## config.mk

```make
export PLATFORM = sky130hd
export DESIGN_NAME = psn_front
export DESIGN_NICKNAME = d
export VERILOG_FILES = /design/src/rtl/psn_pkg.sv /design/src/rtl/psn_front.sv
export SDC_FILE = /design/constraint.sdc
export NUM_CORES = 2
export LEC_CHECK = 0
export BUFFER_PORTS_ARGS = -buffer_cell sky130_fd_sc_hd__buf_2
export CAP_MARGIN = 10
export CORE_MARGIN = 2
export CORE_UTILIZATION = 65
export DETAILED_ROUTE_END_ITERATION = 10
export GPL_TIMING_DRIVEN = 0
export PLACE_DENSITY = 0.84
export SYNTH_ARGS = -nofsm -noshare
export SYNTH_HDL_FRONTEND = slang
export SYNTH_SLANG_ARGS = --single-unit
export TNS_END_PERCENT = 100
```

## constraint.sdc

```tcl
create_clock -name clk -period 16.2 [get_ports clk]
set_input_delay 3.24 -clock clk [delete_from_list [all_inputs] [get_ports clk]]
set_output_delay 3.24 -clock clk [all_outputs]
set_load 0.005 [all_outputs]
```

## src/rtl/psn_pkg.sv

```systemverilog
// Shared types, constants and step functions of the pen sample normalizer.
package psn_pkg;

	localparam int UNIT_FRAC_BITS  = 14;
	localparam int ANGLE_FRAC_BITS = 12;
	localparam int ONE             = 1 << UNIT_FRAC_BITS;

	localparam logic [31:0] DEFAULT_SEED = 32'h9e3779b9;

	// radians to turns, 2^40 / (2 pi), and its two halves for the split product
	localparam logic [37:0] INV_TWO_PI_Q40 = 38'h28BE60DB94;
	localparam logic [18:0] INV_LO         = INV_TWO_PI_Q40[18:0];
	localparam logic [18:0] INV_HI         = INV_TWO_PI_Q40[37:19];
	localparam int          RAD_SHIFT      = 40 + ANGLE_FRAC_BITS - UNIT_FRAC_BITS;
	localparam int          TURN_W         = 40 + ANGLE_FRAC_BITS;

	// speed: floor((2048 v + 125) / 250) through ceil(2^30 / 250)
	localparam logic [22:0] SPD_RECIP = 23'd4294968;
	localparam int          VEL_FULL  = 2000;

	// square root lanes
	localparam int SQ_UP    = 60 - 2 * UNIT_FRAC_BITS;
	localparam int SQ_W     = 62;
	localparam int SQ_STEPS = 31;

	// CORDIC lanes
	localparam int CORD_STEPS = 28;
	localparam int CW         = 34;
	localparam int AW         = 35;
	localparam int AZ_SC      = 30 - UNIT_FRAC_BITS;

	// results that are final after the front stages
	typedef struct packed {
		logic [14:0]        pressure;
		logic signed [15:0] tx;
		logic signed [15:0] ty;
		logic [14:0]        speed;
		logic [13:0]        heading;
		logic [13:0]        rotation;
		logic [31:0]        seed;
		logic [14:0]        srand;
	} side_t;

	// two floor square roots in flight
	typedef struct packed {
		logic [SQ_W-1:0] va;
		logic [SQ_W-1:0] ra;
		logic [SQ_W-1:0] vb;
		logic [SQ_W-1:0] rb;
	} sq_t;

	typedef struct packed {
		logic signed [CW-1:0] x;
		logic signed [CW-1:0] y;
		logic signed [AW-1:0] a;
	} lane_t;

	typedef struct packed {
		lane_t el;
		lane_t az;
		logic  az_zero;
	} cord_t;

	// arctangent of 2^-i in 2^-32 turn
	function automatic logic signed [AW-1:0] atan_turns(input logic [4:0] idx);
		logic signed [AW-1:0] r;
		case (idx)
			5'd0:  r = 35'sh020000000;
			5'd1:  r = 35'sh012E4051E;
			5'd2:  r = 35'sh009FB385B;
			5'd3:  r = 35'sh0051111D4;
			5'd4:  r = 35'sh0028B0D43;
			5'd5:  r = 35'sh00145D7E1;
			5'd6:  r = 35'sh000A2F61E;
			5'd7:  r = 35'sh000517C55;
			5'd8:  r = 35'sh00028BE53;
			5'd9:  r = 35'sh000145F2F;
			5'd10: r = 35'sh0000A2F98;
			5'd11: r = 35'sh0000517CC;
			5'd12: r = 35'sh000028BE6;
			5'd13: r = 35'sh0000145F3;
			5'd14: r = 35'sh00000A2F9;
			5'd15: r = 35'sh00000517C;
			5'd16: r = 35'sh0000028BE;
			5'd17: r = 35'sh00000145F;
			5'd18: r = 35'sh000000A2F;
			5'd19: r = 35'sh000000517;
			5'd20: r = 35'sh00000028B;
			5'd21: r = 35'sh000000145;
			5'd22: r = 35'sh0000000A2;
			5'd23: r = 35'sh000000051;
			5'd24: r = 35'sh000000028;
			5'd25: r = 35'sh000000014;
			5'd26: r = 35'sh00000000A;
			5'd27: r = 35'sh000000005;
			default: r = '0;
		endcase
		return r;
	endfunction

	// one vectoring rotation toward the x axis
	function automatic lane_t cordic_step(input lane_t l, input logic [4:0] idx);
		lane_t                r;
		logic signed [CW-1:0] xs;
		logic signed [CW-1:0] ys;
		xs = l.x >>> idx;
		ys = l.y >>> idx;
		if (l.y > 0) begin
			r.x = l.x + ys;
			r.y = l.y - xs;
			r.a = l.a + atan_turns(idx);
		end else begin
			r.x = l.x - ys;
			r.y = l.y + xs;
			r.a = l.a - atan_turns(idx);
		end
		return r;
	endfunction

endpackage

```

## src/rtl/psn_front.sv

```systemverilog
// Front stages: clamps, speed and angle products, squares for the roots.
module psn_front (
	input  logic                clk,
	input  logic                arst_n,
	input  logic                en,
	input  logic                in_valid,
	input  logic signed [15:0]  pen_pressure,
	input  logic signed [15:0]  tilt_horizontal,
	input  logic signed [15:0]  tilt_vertical,
	input  logic [15:0]         pen_velocity,
	input  logic signed [14:0]  stroke_heading,
	input  logic signed [15:0]  barrel_rotation,
	input  logic [31:0]         seed_in,
	input  logic signed [15:0]  stroke_rand_in,
	output logic                valid_o,
	output psn_pkg::sq_t        sq_o,
	output psn_pkg::side_t      side_o
);

	localparam logic signed [15:0] ONE_S  = 16'(psn_pkg::ONE);
	localparam logic signed [15:0] MONE_S = -16'(psn_pkg::ONE);
	localparam int TURN_W_L = psn_pkg::TURN_W;

	logic               valid_s1;
	logic [14:0]        pressure_s1;
	logic signed [15:0] tx_s1;
	logic signed [15:0] ty_s1;
	logic [14:0]        big_s1;
	logic [14:0]        small_s1;
	logic               vel_big_s1;
	logic [44:0]        spd_prod_s1;
	logic signed [36:0] hd_lo_s1;
	logic signed [36:0] hd_hi_s1;
	logic signed [36:0] rot_lo_s1;
	logic signed [36:0] rot_hi_s1;
	logic [31:0]        seed_s1;
	logic [14:0]        srand_s1;

	logic               valid_s2;
	psn_pkg::sq_t       sq_s2;
	psn_pkg::side_t     side_s2;

	logic signed [15:0] tx_c;
	logic signed [15:0] ty_c;
	logic [14:0]        ax_c;
	logic [14:0]        ay_c;
	logic [21:0]        spd_n_c;
	logic signed [16:0] hd_c;
	logic signed [16:0] rot_c;
	logic [29:0]        big_sq_c;
	logic [29:0]        small_sq_c;
	logic [29:0]        sa_c;
	logic [29:0]        sb_c;
	logic [TURN_W_L-1:0] hd_tot_c;
	logic [TURN_W_L-1:0] rot_tot_c;

	// clamp to 0..1 for the unsigned unit fields
	function automatic logic [14:0] clamp_unit(input logic signed [15:0] v);
		logic [14:0] r;
		if (v < 0)
			r = '0;
		else if (v > ONE_S)
			r = 15'(psn_pkg::ONE);
		else
			r = v[14:0];
		return r;
	endfunction

	// stage 1 operands
	always_comb begin
		tx_c = tilt_horizontal < MONE_S ? MONE_S :
			(tilt_horizontal > ONE_S ? ONE_S : tilt_horizontal);
		ty_c = tilt_vertical < MONE_S ? MONE_S :
			(tilt_vertical > ONE_S ? ONE_S : tilt_vertical);
		ax_c = tx_c < 0 ? 15'(-tx_c) : tx_c[14:0];
		ay_c = ty_c < 0 ? 15'(-ty_c) : ty_c[14:0];
		spd_n_c = {pen_velocity[10:0], 11'b0} + 22'd125;
		hd_c = 17'(stroke_heading);
		rot_c = 17'(barrel_rotation);
	end

	always_ff @(posedge clk or negedge arst_n) begin
		if (!arst_n) begin
			valid_s1 <= 1'b0;
		end else if (en) begin
			valid_s1 <= in_valid;
		end
	end

	always_ff @(posedge clk) begin
		if (en) begin
			pressure_s1 <= clamp_unit(pen_pressure);
			tx_s1 <= tx_c;
			ty_s1 <= ty_c;
			big_s1 <= ax_c > ay_c ? ax_c : ay_c;
			small_s1 <= ax_c > ay_c ? ay_c : ax_c;
			vel_big_s1 <= pen_velocity >= 16'(psn_pkg::VEL_FULL);
			spd_prod_s1 <= spd_n_c * psn_pkg::SPD_RECIP;
			hd_lo_s1 <= hd_c * $signed({1'b0, psn_pkg::INV_LO});
			hd_hi_s1 <= hd_c * $signed({1'b0, psn_pkg::INV_HI});
			rot_lo_s1 <= rot_c * $signed({1'b0, psn_pkg::INV_LO});
			rot_hi_s1 <= rot_c * $signed({1'b0, psn_pkg::INV_HI});
			seed_s1 <= seed_in == '0 ? psn_pkg::DEFAULT_SEED : seed_in;
			srand_s1 <= clamp_unit(stroke_rand_in);
		end
	end

	// stage 2 operands: squares and the turn sums
	always_comb begin
		big_sq_c = big_s1 * big_s1;
		small_sq_c = small_s1 * small_s1;
		sa_c = 30'(psn_pkg::ONE * psn_pkg::ONE) - big_sq_c;
		sb_c = big_sq_c + small_sq_c;
		hd_tot_c = {hd_hi_s1[TURN_W_L-20:0], 19'b0} + TURN_W_L'(hd_lo_s1)
			+ (TURN_W_L'(1) << (TURN_W_L - 1));
		rot_tot_c = {rot_hi_s1[TURN_W_L-20:0], 19'b0} + TURN_W_L'(rot_lo_s1);
	end

	always_ff @(posedge clk or negedge arst_n) begin
		if (!arst_n) begin
			valid_s2 <= 1'b0;
		end else if (en) begin
			valid_s2 <= valid_s1;
		end
	end

	always_ff @(posedge clk) begin
		if (en) begin
			sq_s2.va <= psn_pkg::SQ_W'(sa_c) << psn_pkg::SQ_UP;
			sq_s2.vb <= psn_pkg::SQ_W'(sb_c) << psn_pkg::SQ_UP;
			sq_s2.ra <= '0;
			sq_s2.rb <= '0;
			side_s2.pressure <= pressure_s1;
			side_s2.tx <= tx_s1;
			side_s2.ty <= ty_s1;
			side_s2.speed <= vel_big_s1 ? 15'(psn_pkg::ONE) : spd_prod_s1[44:30];
			side_s2.heading <= hd_tot_c[TURN_W_L-1:psn_pkg::RAD_SHIFT];
			side_s2.rotation <= rot_tot_c[TURN_W_L-1:psn_pkg::RAD_SHIFT];
			side_s2.seed <= seed_s1;
			side_s2.srand <= srand_s1;
		end
	end

	assign valid_o = valid_s2;
	assign sq_o    = sq_s2;
	assign side_o  = side_s2;

endmodule

```

==> results.toml <==
[worst_setup_path]
critPathLaunch = "big_s1[10]"
worstPathMaxFanout = 10
r2r_cells = 32
crit_path_end = "sq_o[122]"
rr_endpoint = "sq_o[122]"
critPathLaunchType = "flop"
cp_slowest_cell = "o311ai_0"
r2r_slack_ns = 5.53
critPathMostFrequentCell = "fa_1"
cp.required_ns = 16.55
max_stage_delay_ns = 0.66
critical_path_class = "reg2reg"
arrival_ns = 11.03
end_kind = "flop"
reg2reg_from = "big_s1[10]"

[timing]
setup_viol = 0
setup_slack_ns = 5.53
max_clock_freq_ghz = 0.0937
fin_tns_setup_ns = 0
period_minus_slack_ns = 10.67
finClkSkew_ns = 0.0746
finalHoldViolCount = 0
final_max_slew_viol_count = 0
tightest_slew_ns = 1.12
rsz0062_at_grt = "no"
min_period_over_period_pct = 65.9
maxSlewHeadroom_pct = 24.5
holdWs_ns = 0.358

[place]
preCtsSetupSlack_ns = 5.67
place.gp.congestion = 0.940
place_hpwl_mm = 101
io_buffers = 343

[cts]
clock-sinks = 423
cts.path.max_buffers = 3
clockRootBuffer = "clkbuf_16"
post-cts-setup-buffer-count = 0
clk_latency_ns = 0.64
cts_tree = "yes"
cts_hold_buffers = 0
cts_max_level = 2
clk_pin_slew_worst_paths_ns = 0.06
postCtsResizedCells = 0
cts_buffers = 47

[global_route]
grt.total_usage_pct = 29.4
grt_pass1_vias = 38452
grt_pass1_wl_mm = 197
grt_max_degree = 134
antenna_found_initial = 6
grt-ovfl-total = 0

[synthesis]
synth_area_per_cell_um2 = 10.8
ys_top_cells_by_area = "fa_1 (27%), edfxtp_1 (24%), ha_1 (20%)"
synth_seq_cells = 423
synth_area_um2 = 53100
async_reset_ff_share_pct = 0.473
yosysSeqAreaShare_pct = 23.9
synth_top_area_cell = "fa_1"
synthCells = 4901
synth_cell_types = 76
synth_edf_count = 421
yosysTopAreaCellShare_pct = 26.6
synth_flop_cell = "edfxtp_1"
yosysWarnings = 0

[die]
ios = 533
rows = 104
die_h_um = 290
start_util_pct = 65.8
placeableCoreArea_um2 = 80700
die-area_um2 = 84000
die_w_um = 290

[routing]
via_per_inst = 5.51
wl_mm = 121
drt-initial-drc-count = 2112
drc_errors = 0
ant_nets = 0
drt_first_pass_iters = 5
routedWlPerCell_um = 18.4
vias = 36301

[run]
max_cap_viol_count = 0

[final_layout]
drive_above_1_share_pct = 12.5
nets = 7186
syn_to_final_growth_pct = 10.4
final_common_cell = "inv_1"
mostFrequentLayoutCells = "inv_1 (1045), ha_1 (850), fa_1 (705)"

[outcome]
status = "complete, no violations"

[hold_path]
hp-class = "reg2reg"
==> routing by layer <==
| layer | wire [um] | up-vias | track usage, % |
|---|---|---|---|
| li1 | - | 16839 | - |
| met3 | 7850 | 267 | 4.66 |
| met4 | 4640 | 4 | 10.3 |
| met5 | 29 | - | 0 |
| met2 | 60300 | 1255 | 51.1 |
| met1 | 48600 | 17936 | 37.6 |
==> critical path: cells and delay by family, from the launching register on <==
family | cells | cell delay, ns
xor gates and xnor gates | 2 | 0.37
DFF | 1 | 0.54
AOI/OAI and AO/OA | 9 | 2.77
and+or+nand+nor | 3 | 0.69
buffers and inverters | 7 | 0.78
adders and majority gates | 11 | 5.23
==> cells by family (layout without fill, tap and decap cells) <==
kind of cell               Yosys count  after routing  synth area share [%]
and+or+nand+nor                    875            875                  8.49
adders and majority gates         1555           1555                  46.6
other                                1            193               0.00706
xor gates and xnor gates           200            200                  3.30
muxes                               49             49                 0.973
DFF                                423            423                  23.9
buffers and inverters             1307           1742                  10.6
AOI/OAI and AO/OA                  491            491                  6.18
==> state kept, by name, summed over array words and instances, names as in the netlist <==
register     count
side_o         137
sq_o            59
seed_s1         32
hd_hi_s1        31
rot_hi_s1       31
tx_s1           16
ty_s1           16
big_s1          15
pressure_s1     15
small_s1        15
spd_prod_s1     15
srand_s1        15
rot_lo_s1       12
hd_lo_s1        11
valid_o          1
valid_s1         1
vel_big_s1       1
==> stage by stage <==
step | instance area, um2 | utilization, % | instances
after floorplan | 53800 | - | 5088
after global placement | 56900 | 70.5 | 6491
after detailed placement | 57000 | 70.6 | 6495
after CTS | 58600 | 72.7 | 6583
after global routing | 58600 | 72.7 | 6583
final | 58600 | 72.7 | 6588
==> cell type report <==
type / instances / area, um2
buffer: 262 / 1690
clock buffer: 50 / 1190
antenna: 5 / 12.5
tap: 1060 / 1330
timing repair buffer: 347 / 1810
clock inverter: 38 / 470
fill: 5636 / 22000
sequential: 423 / 12700
inverter: 1045 / 3920
multi-input combinational: 3358 / 35500
==> cells in the mapped netlist, drive strengths merged, types with 24 or more instances <==
master / instances
a21o: 68
o21a: 35
mux2i: 28
fa: 705
and2: 161
clkbuf: 71
xor2: 50
nand2b: 28
nor3: 57
nand3: 55
a21oi: 139
buf: 191
or2: 39
edfxtp: 421
nand2: 202
o21ai: 89
inv: 1045
nand4: 29
ha: 850
xnor2: 150
and3: 24
nor2: 169
nor2b: 39
==> worst min path at each step <==
stage                       end             from  cells after the start  slack [ns]
floorplan             side_o[0]      srand_s1[0]                      0        0.40
global placement    side_o[135]  pressure_s1[13]                      0        0.40
detailed placement  side_o[114]         tx_s1[8]                      0        0.40
CTS                  side_o[25]      seed_s1[10]                      0        0.34
global route         side_o[25]      seed_s1[10]                      0        0.35
finish               side_o[25]      seed_s1[10]                      0        0.36
Power is not shown: default switching activity piles up to over one toggle a cycle in this logic, so the estimate is an artifact.
