### config.mk
export PLATFORM = sky130hd
export DESIGN_NAME = psn_cordic_cell
export DESIGN_NICKNAME = d
export VERILOG_FILES = /design/src/rtl/psn_pkg.sv /design/src/rtl/psn_cordic_cell.sv
export SDC_FILE = /design/constraint.sdc
export NUM_CORES = 1
export LEC_CHECK = 0
export ABC_AREA = 1
export BUFFER_PORTS_ARGS = -buffer_cell sky130_fd_sc_hd__clkbuf_2
export CAP_MARGIN = 20
export CELL_PAD_IN_SITES_DETAIL_PLACEMENT = 1
export CELL_PAD_IN_SITES_GLOBAL_PLACEMENT = 2
export CORE_AREA = 5 5 356 358
export DETAILED_ROUTE_END_ITERATION = 10
export DIE_AREA = 0 0 361 363
export PLACE_DENSITY_LB_ADDON = 0.1
export SLEW_MARGIN = 30
export SYNTH_ARGS = -nofsm -noshare
export SYNTH_HDL_FRONTEND = slang
export SYNTH_MEMORY_MAX_BITS = 65536
export SYNTH_SLANG_ARGS = --single-unit
### constraint.sdc
create_clock -name clk -period 0.8 [get_ports clk]
set_input_delay 0 -clock clk [delete_from_list [all_inputs] [get_ports clk]]
set_output_delay 0 -clock clk [all_outputs]
set_load 0.03 [all_outputs]
### src/rtl/psn_pkg.sv
// Shared types, constants and step functions of the pen sample normalizer.
package psn_pkg;

	localparam int UNIT_FRAC_BITS  = 14;
	localparam int ANGLE_FRAC_BITS = 12;
	localparam int ONE             = 1 << UNIT_FRAC_BITS;

	localparam logic [31:0] DEFAULT_SEED = 32'h9e3779b9;

	// radians to turns, 2^40 / (2 pi), and its two halves for the split product
	localparam logic [37:0] INV_TWO_PI_Q40 = 38'h28BE60DB94;
	localparam logic [18:0] INV_LO         = INV_TWO_PI_Q40[18:0];
	localparam logic [18:0] INV_HI         = INV_TWO_PI_Q40[37:19];
	localparam int          RAD_SHIFT      = 40 + ANGLE_FRAC_BITS - UNIT_FRAC_BITS;
	localparam int          TURN_W         = 40 + ANGLE_FRAC_BITS;

	// speed: floor((2048 v + 125) / 250) through ceil(2^30 / 250)
	localparam logic [22:0] SPD_RECIP = 23'd4294968;
	localparam int          VEL_FULL  = 2000;

	// square root lanes
	localparam int SQ_UP    = 60 - 2 * UNIT_FRAC_BITS;
	localparam int SQ_W     = 62;
	localparam int SQ_STEPS = 31;

	// CORDIC lanes
	localparam int CORD_STEPS = 28;
	localparam int CW         = 34;
	localparam int AW         = 35;
	localparam int AZ_SC      = 30 - UNIT_FRAC_BITS;

	// results that are final after the front stages
	typedef struct packed {
		logic [14:0]        pressure;
		logic signed [15:0] tx;
		logic signed [15:0] ty;
		logic [14:0]        speed;
		logic [13:0]        heading;
		logic [13:0]        rotation;
		logic [31:0]        seed;
		logic [14:0]        srand;
	} side_t;

	// two floor square roots in flight
	typedef struct packed {
		logic [SQ_W-1:0] va;
		logic [SQ_W-1:0] ra;
		logic [SQ_W-1:0] vb;
		logic [SQ_W-1:0] rb;
	} sq_t;

	typedef struct packed {
		logic signed [CW-1:0] x;
		logic signed [CW-1:0] y;
		logic signed [AW-1:0] a;
	} lane_t;

	typedef struct packed {
		lane_t el;
		lane_t az;
		logic  az_zero;
	} cord_t;

	// arctangent of 2^-i in 2^-32 turn
	function automatic logic signed [AW-1:0] atan_turns(input logic [4:0] idx);
		logic signed [AW-1:0] r;
		case (idx)
			5'd0:  r = 35'sh020000000;
			5'd1:  r = 35'sh012E4051E;
			5'd2:  r = 35'sh009FB385B;
			5'd3:  r = 35'sh0051111D4;
			5'd4:  r = 35'sh0028B0D43;
			5'd5:  r = 35'sh00145D7E1;
			5'd6:  r = 35'sh000A2F61E;
			5'd7:  r = 35'sh000517C55;
			5'd8:  r = 35'sh00028BE53;
			5'd9:  r = 35'sh000145F2F;
			5'd10: r = 35'sh0000A2F98;
			5'd11: r = 35'sh0000517CC;
			5'd12: r = 35'sh000028BE6;
			5'd13: r = 35'sh0000145F3;
			5'd14: r = 35'sh00000A2F9;
			5'd15: r = 35'sh00000517C;
			5'd16: r = 35'sh0000028BE;
			5'd17: r = 35'sh00000145F;
			5'd18: r = 35'sh000000A2F;
			5'd19: r = 35'sh000000517;
			5'd20: r = 35'sh00000028B;
			5'd21: r = 35'sh000000145;
			5'd22: r = 35'sh0000000A2;
			5'd23: r = 35'sh000000051;
			5'd24: r = 35'sh000000028;
			5'd25: r = 35'sh000000014;
			5'd26: r = 35'sh00000000A;
			5'd27: r = 35'sh000000005;
			default: r = '0;
		endcase
		return r;
	endfunction

	// one vectoring rotation toward the x axis
	function automatic lane_t cordic_step(input lane_t l, input logic [4:0] idx);
		lane_t                r;
		logic signed [CW-1:0] xs;
		logic signed [CW-1:0] ys;
		xs = l.x >>> idx;
		ys = l.y >>> idx;
		if (l.y > 0) begin
			r.x = l.x + ys;
			r.y = l.y - xs;
			r.a = l.a + atan_turns(idx);
		end else begin
			r.x = l.x - ys;
			r.y = l.y + xs;
			r.a = l.a - atan_turns(idx);
		end
		return r;
	endfunction

endpackage

### src/rtl/psn_cordic_cell.sv
// One CORDIC vectoring step on the elevation and azimuth lanes.
module psn_cordic_cell (
	input  logic           clk,
	input  logic           arst_n,
	input  logic           en,
	input  logic [4:0]     idx,
	input  logic           valid_i,
	input  psn_pkg::cord_t cord_i,
	input  psn_pkg::side_t side_i,
	output logic           valid_o,
	output psn_pkg::cord_t cord_o,
	output psn_pkg::side_t side_o
);

	logic           valid_q;
	psn_pkg::cord_t cord_q;
	psn_pkg::side_t side_q;

	always_ff @(posedge clk or negedge arst_n) begin
		if (!arst_n) begin
			valid_q <= 1'b0;
		end else if (en) begin
			valid_q <= valid_i;
		end
	end

	// rotate both lanes and hand on
	always_ff @(posedge clk) begin
		if (en) begin
			cord_q.el <= psn_pkg::cordic_step(cord_i.el, idx);
			cord_q.az <= psn_pkg::cordic_step(cord_i.az, idx);
			cord_q.az_zero <= cord_i.az_zero;
			side_q <= side_i;
		end
	end

	assign valid_o = valid_q;
	assign cord_o  = cord_q;
	assign side_o  = side_q;

endmodule

==> reports/qor.yml, run 1 <==
status: "finished with violations"
violations: "negative hold slack, negative setup slack"
rr_startpoint: "valid_o"
cp-endpoint: "cord_o[170]"
io_pins: 698
cts-root-buf: "clkbuf_16"
grt_max_degree: 51
crit_cells: 32
worst_pin_slew_ns: 0.764
wl_per_cell_um: 21.0
postRouteAntennaNets: 0
p_per_area_nw_per_um2: 1780
synth-edff-count: 344
drive_above_1_share: 0.468
finClkSkew_ns: 0
clock_latency_ns: 0.59
path_clk_slew_ns: 0.07
chipHeight_um: 363
total_power_mw: 108
grt_setup_unrepaired: "true"
synth_ff_type: "edfxtp_1"
max_stage_delay_ns: 0.34
core_um2: 123000
row_count: 129
grtUsageTotal: 0.278
io_buffers: 697
die_w_um: 361
max-vdd-ir-drop_mv: 1.62
wirelength_um: 193000
first_iter_violations: 2017
maxCapViolCount: 0
nets: 8076
synth-seq-area-share: 0.302
async_flop_share: 0.00290
arrival_ns: 3.93
grt_first_pass_wirelength_um: 285000
syn_to_final_growth_pct: 76.8
yosysTopAreaCell: "edfxtp_1"
overflow: 0
max-slew-margin-rel: 0.489
vias_per_cell: 4.88
syn_area_um2: 34300
hold_viol_final: 19
pre_cts_ws_ns: -3.77
path_common_cell: "nand2_1"
grt_pass1_vias: 47700
dieArea_um2: 131000
critical_path.top_delay_family: "simple AND/OR/NAND/NOR gates"
slew_violations: 0
start_util: 0.279
htree_levels: 2
dpl.hpwl_um: 156000
cts_tree: "yes"
numCtsBuffers: 43
cp-start-kind: "input port"
path_max_fanout: 14
synth_top_area_frac: 0.301
firstDrtPassIters: 5
yosys_warnings: 0
grt_antenna_before_repair: 12
crit_buf_inv: 6
syn_avg_cell_area_um2: 6.79
vias: 44800
worst-r2r-cell-count: 1
fin_crit_ns: 3.58
dpl-instance-area_um2: 52700
ctsLongestPathBuffers: 3
period_share: 4.47
yosysMostFrequentCell: "nand2_1"
syn_nets: 5618
place_congestion: 0.927
holdWs_ns: -0.226
reg2reg_slack_ns: 0
clock_sinks: 345
synth_common_cells: "nand2_1 (1,627), nand3_1 (722), inv_1 (417), nor2_1 (385), edfxtp_1 (344)"
critPathSlowestCell: "ha_1"
end_kind: "register"
route.detailed.drc: 0
synth.distinct_cells: 58
critPathKind: "input port to register"
synth_seq_cells: 345
synthTopCellsByArea: "edfxtp_1 (30%), nand2_1 (18%), nand3_1 (11%), ha_1 (7.7%), xor2_1 (4.8%)"
worstPathRequired_ns: 1.15
fin_area_um2: 60600
fmax_ghz: 0.279
synth_cells: 5047
hold_class: "input port to register"
startpoint: "idx[0]"
p_leak_nw: 29.8
r2r-end: "valid_o"
setup_viol: 577
layout_setup_ws_ns: -2.78
-- state kept, by name (all words and copies together), names as in the netlist --
| signal | cells |
|---|---|
| valid_o | 1 |
| cord_o | 207 |
| side_o | 137 |
-- kinds of logic (layout without fill, tap and decap cells) --
family,Yosys count,count (layout),synth area share
adders and majority gates,218,218,0.0809
muxes,1,1,0.000328
DFF,345,345,0.302
xor gates and xnor gates,271,271,0.0692
buffers and inverters,606,3093,0.0748
other,0,4,0
AOI/OAI and AO/OA,732,732,0.119
and+or+nand+nor,2874,2875,0.354
-- layout make-up --
cell class / count / area, um^2
sequential: 345 / 10400
antenna: 4 / 10.0
tap: 1637 / 2050
multi-input combinational: 4097 / 26100
clock buffer: 54 / 1120
fill: 15500 / 62400
inverter: 435 / 1680
timing repair buffer: 2583 / 19200
clock inverter: 21 / 164
-- layout by cell type (no fill, tap or decap), types with 22 or more instances in the layout --
| cell | instances |
|---|---|
| buf_4 | 1645 |
| nand2_1 | 1368 |
| clkbuf_2 | 691 |
| nand3_1 | 562 |
| inv_1 | 376 |
| edfxtp_1 | 344 |
| nor2_1 | 264 |
| nand2_2 | 259 |
| xor2_1 | 169 |
| a21oi_1 | 167 |
| nand3_2 | 156 |
| dlygate4sd3_1 | 147 |
| ha_1 | 139 |
| a21oi_2 | 117 |
| o21ai_0 | 111 |
| nor2_2 | 92 |
| o21ai_1 | 89 |
| xnor2_1 | 80 |
| o21ai_2 | 68 |
| ha_4 | 64 |
| nor2_4 | 55 |
| buf_12 | 53 |
| inv_2 | 49 |
| clkbuf_16 | 46 |
| nand4_1 | 36 |
| a21oi_4 | 27 |
| o21a_1 | 22 |
| buf_6 | 22 |
-- report_power, final --
group	switching (mW)	total (mW)	internal, mW
sequential	1.10	25.8	24.7
combinational	36.4	63.5	27.1
clock	8.72	19.0	10.2
-- through the flow --
stage / std cells / setup TNS [ns] / util
after detailed placement: 8809 / -665.79 / 0.429
after global routing: 9176 / -656.84 / 0.493
final: 9176 / -601.21 / 0.493
after global placement: 8809 / -654.72 / 0.429
after CTS: 9126 / -595.71 / 0.476
after floorplan: 5047 / -467.08 / -
-- routing by layer --
metal / global-route usage / wire length (um) / vias up
met2: 0.510 / 97600 / 872
li1: - / - / 21900
met4: 0.0701 / 5350 / 12
met5: 0 / 75 / -
met1: 0.349 / 83400 / 21800
met3: 0.0284 / 6670 / 235
-- repair_timing --
action / CTS / global route
setup endpoints to repair: 551 / 562
resized for setup: 540 / 399
setup buffers: 88 / 42
hold buffers: 146 / 1
cloned: 8 / 4
pin swaps: 156 / 147
hold endpoints to repair: 257 / 63
-- worst min path at each step --
stage,from,end,cells past startpoint,slack (ns)
6_report,cord_i[2],cord_o[2],2,-0.23
5_1_grt,cord_i[2],cord_o[2],2,-0.23
4_1_cts,cord_i[2],cord_o[2],2,-0.26
3_5_place_dp,arst_n,valid_o,1,-0.22
3_3_place_gp,arst_n,valid_o,1,-0.22
2_1_floorplan,arst_n,valid_o,0,-0.30
Note: power is estimated with default switching activity, not from simulation.
==> run 2, diff against run 1 <==
--- a/config.mk
+++ b/config.mk
@@ -6,13 +6,13 @@
 export NUM_CORES = 1
 export LEC_CHECK = 0
 export ABC_AREA = 1
-export BUFFER_PORTS_ARGS = -buffer_cell sky130_fd_sc_hd__clkbuf_2
 export CAP_MARGIN = 20
 export CELL_PAD_IN_SITES_DETAIL_PLACEMENT = 1
 export CELL_PAD_IN_SITES_GLOBAL_PLACEMENT = 2
-export CORE_AREA = 5 5 356 358
+export CORE_AREA = 5 5 334 336
 export DETAILED_ROUTE_END_ITERATION = 10
-export DIE_AREA = 0 0 361 363
+export DIE_AREA = 0 0 339 341
+export DONT_BUFFER_PORTS = 1
 export PLACE_DENSITY_LB_ADDON = 0.1
 export SLEW_MARGIN = 30
 export SYNTH_ARGS = -nofsm -noshare
==> reports/qor.yml, run 2 (same netlist as run 1, synthesis figures left out) <==
status: "finished with violations"
violations: "negative hold slack, max-slew violations, negative setup slack"
fmax_ghz: 0.253
worstPathRequired_ns: 1.17
total_power_mw: 106
max-vdd-ir-drop_mv: 1.72
htree_levels: 2
wirelength_um: 194000
overflow: 0
grt_pass1_vias: 44700
io_buffers: 0
cts-root-buf: "clkbuf_16"
hold_class: "input port to register"
drive_above_1_share: 0.393
ctsLongestPathBuffers: 3
dpl.hpwl_um: 144000
postRouteAntennaNets: 0
reg2reg_slack_ns: 0.02
start_util: 0.317
setup_tns_ns: -756.13
holdWs_ns: -0.524
p_leak_nw: 26.1
clock_latency_ns: 0.62
nets: 7243
max_stage_delay_ns: 0.31
fin_area_um2: 55600
dieArea_um2: 116000
syn_to_final_growth_pct: 62.2
worst_pin_slew_ns: 2.53
row_count: 121
cts_tree: "yes"
grtUsageTotal: 0.316
grt_first_pass_wirelength_um: 283000
grt_antenna_before_repair: 3
finalNonFillerCells: 8121
numCtsBuffers: 42
layout_setup_ws_ns: -3.16
end_kind: "register"
arrival_ns: 4.33
chipHeight_um: 341
hold_viol_final: 234
place_congestion: 0.916
vias: 42600
dpl-instance-area_um2: 47100
setup_viol: 814
die_w_um: 339
layout_commonest_cell: "buf_4"
io_pins: 698
largest_register_ffs: 207
fin_crit_ns: 3.96
dpl.cell_count: 7691
route.detailed.drc: 0
firstDrtPassIters: 5
grt_max_degree: 346
critPathSlowestCell: "ha_1"
first_iter_violations: 2448
grt_setup_unrepaired: "true"
path_max_fanout: 146
maxCapViolCount: 0
vias_per_cell: 5.25
clock_sinks: 345
critPathKind: "input port to register"
wl_per_cell_um: 23.9
path_clk_slew_ns: 0.07
core_um2: 108000
period_share: 4.95
finClkSkew_ns: 0
cp-start-kind: "input port"
max-slew-margin-rel: -0.687
path_common_cell: "nand2_1"
most-common-layout-cells: "buf_4 (1,491), nand2_1 (1,407), nand3_1 (620)"
p_per_area_nw_per_um2: 1910
slew_violations: 260
## run 2: critical path: cells and delay by family
| kind | cells | cell delay [ns] |
|---|---|---|
| AOI/OAI and AO/OA | 8 | 1.40 |
| xor gates and xnor gates | 1 | 0.12 |
| adders and majority gates | 3 | 0.64 |
| buffers and inverters | 5 | 0.55 |
| and+or+nand+nor | 15 | 1.36 |
## run 2: metrics by stage
step,hold slack [ns],util,worst slack (ns)
2_1_floorplan,-0.296,-,-3.09
3_3_place_gp,-0.295,0.435,-3.58
3_5_place_dp,-0.295,0.435,-3.62
4_1_cts,-0.533,0.501,-2.48
5_1_grt,-0.559,0.514,-3.00
6_report,-0.524,0.514,-3.16
## run 2: final timing paths
path,from,endpoint,depth (start not counted)
setup / recovery,idx[0],cord_o[131],32
hold / removal,en,cord_o[47],0
setup reg to reg,valid_o,valid_o,1
hold reg to reg,valid_o,valid_o,1
max in group asynchronous,arst_n,valid_o,2
min in group asynchronous,arst_n,valid_o,2
## run 2: what timing repair did
item / in CTS / in global routing
endpoints found under the setup margin: 551 / 551
gates resized for setup: 669 / 251
cloned: 10 / 0
pin swaps: 261 / 106
setup buffers: 102 / 33
hold buffers: 205 / 2
hold endpoints to repair: 684 / 530
## run 2: layer usage
metal,global-route usage,wire length [um],part of all wire,vias to the layer above
li1,-,-,-,20200
met1,0.381,79600,0.41,20800
met5,0,0,0,-
met4,0.105,8300,0.043,0
met3,0.0574,10700,0.055,368
met2,0.569,95900,0.49,1207
## run 2: layout make-up
type / instances / area, um^2
fillers: 13300 / 52600
multi-input cells: 4096 / 26100
repair buffers: 1750 / 14300
flip-flops and latches: 345 / 10400
well taps: 1414 / 1770
inverters: 435 / 1680
clock buffers: 49 / 1100
clock inverters: 27 / 283
repair inverters: 2 / 28.8
diodes: 3 / 7.51
## run 2: report_power, final
part / leakage [nW] / switching (mW) / internal (mW)
Combinational: 22.1 / 27.3 / 24.5
Clock: 0.666 / 9.63 / 11.2
Sequential: 3.38 / 8.53 / 25.0
Total: 26.1 / 45.5 / 60.7
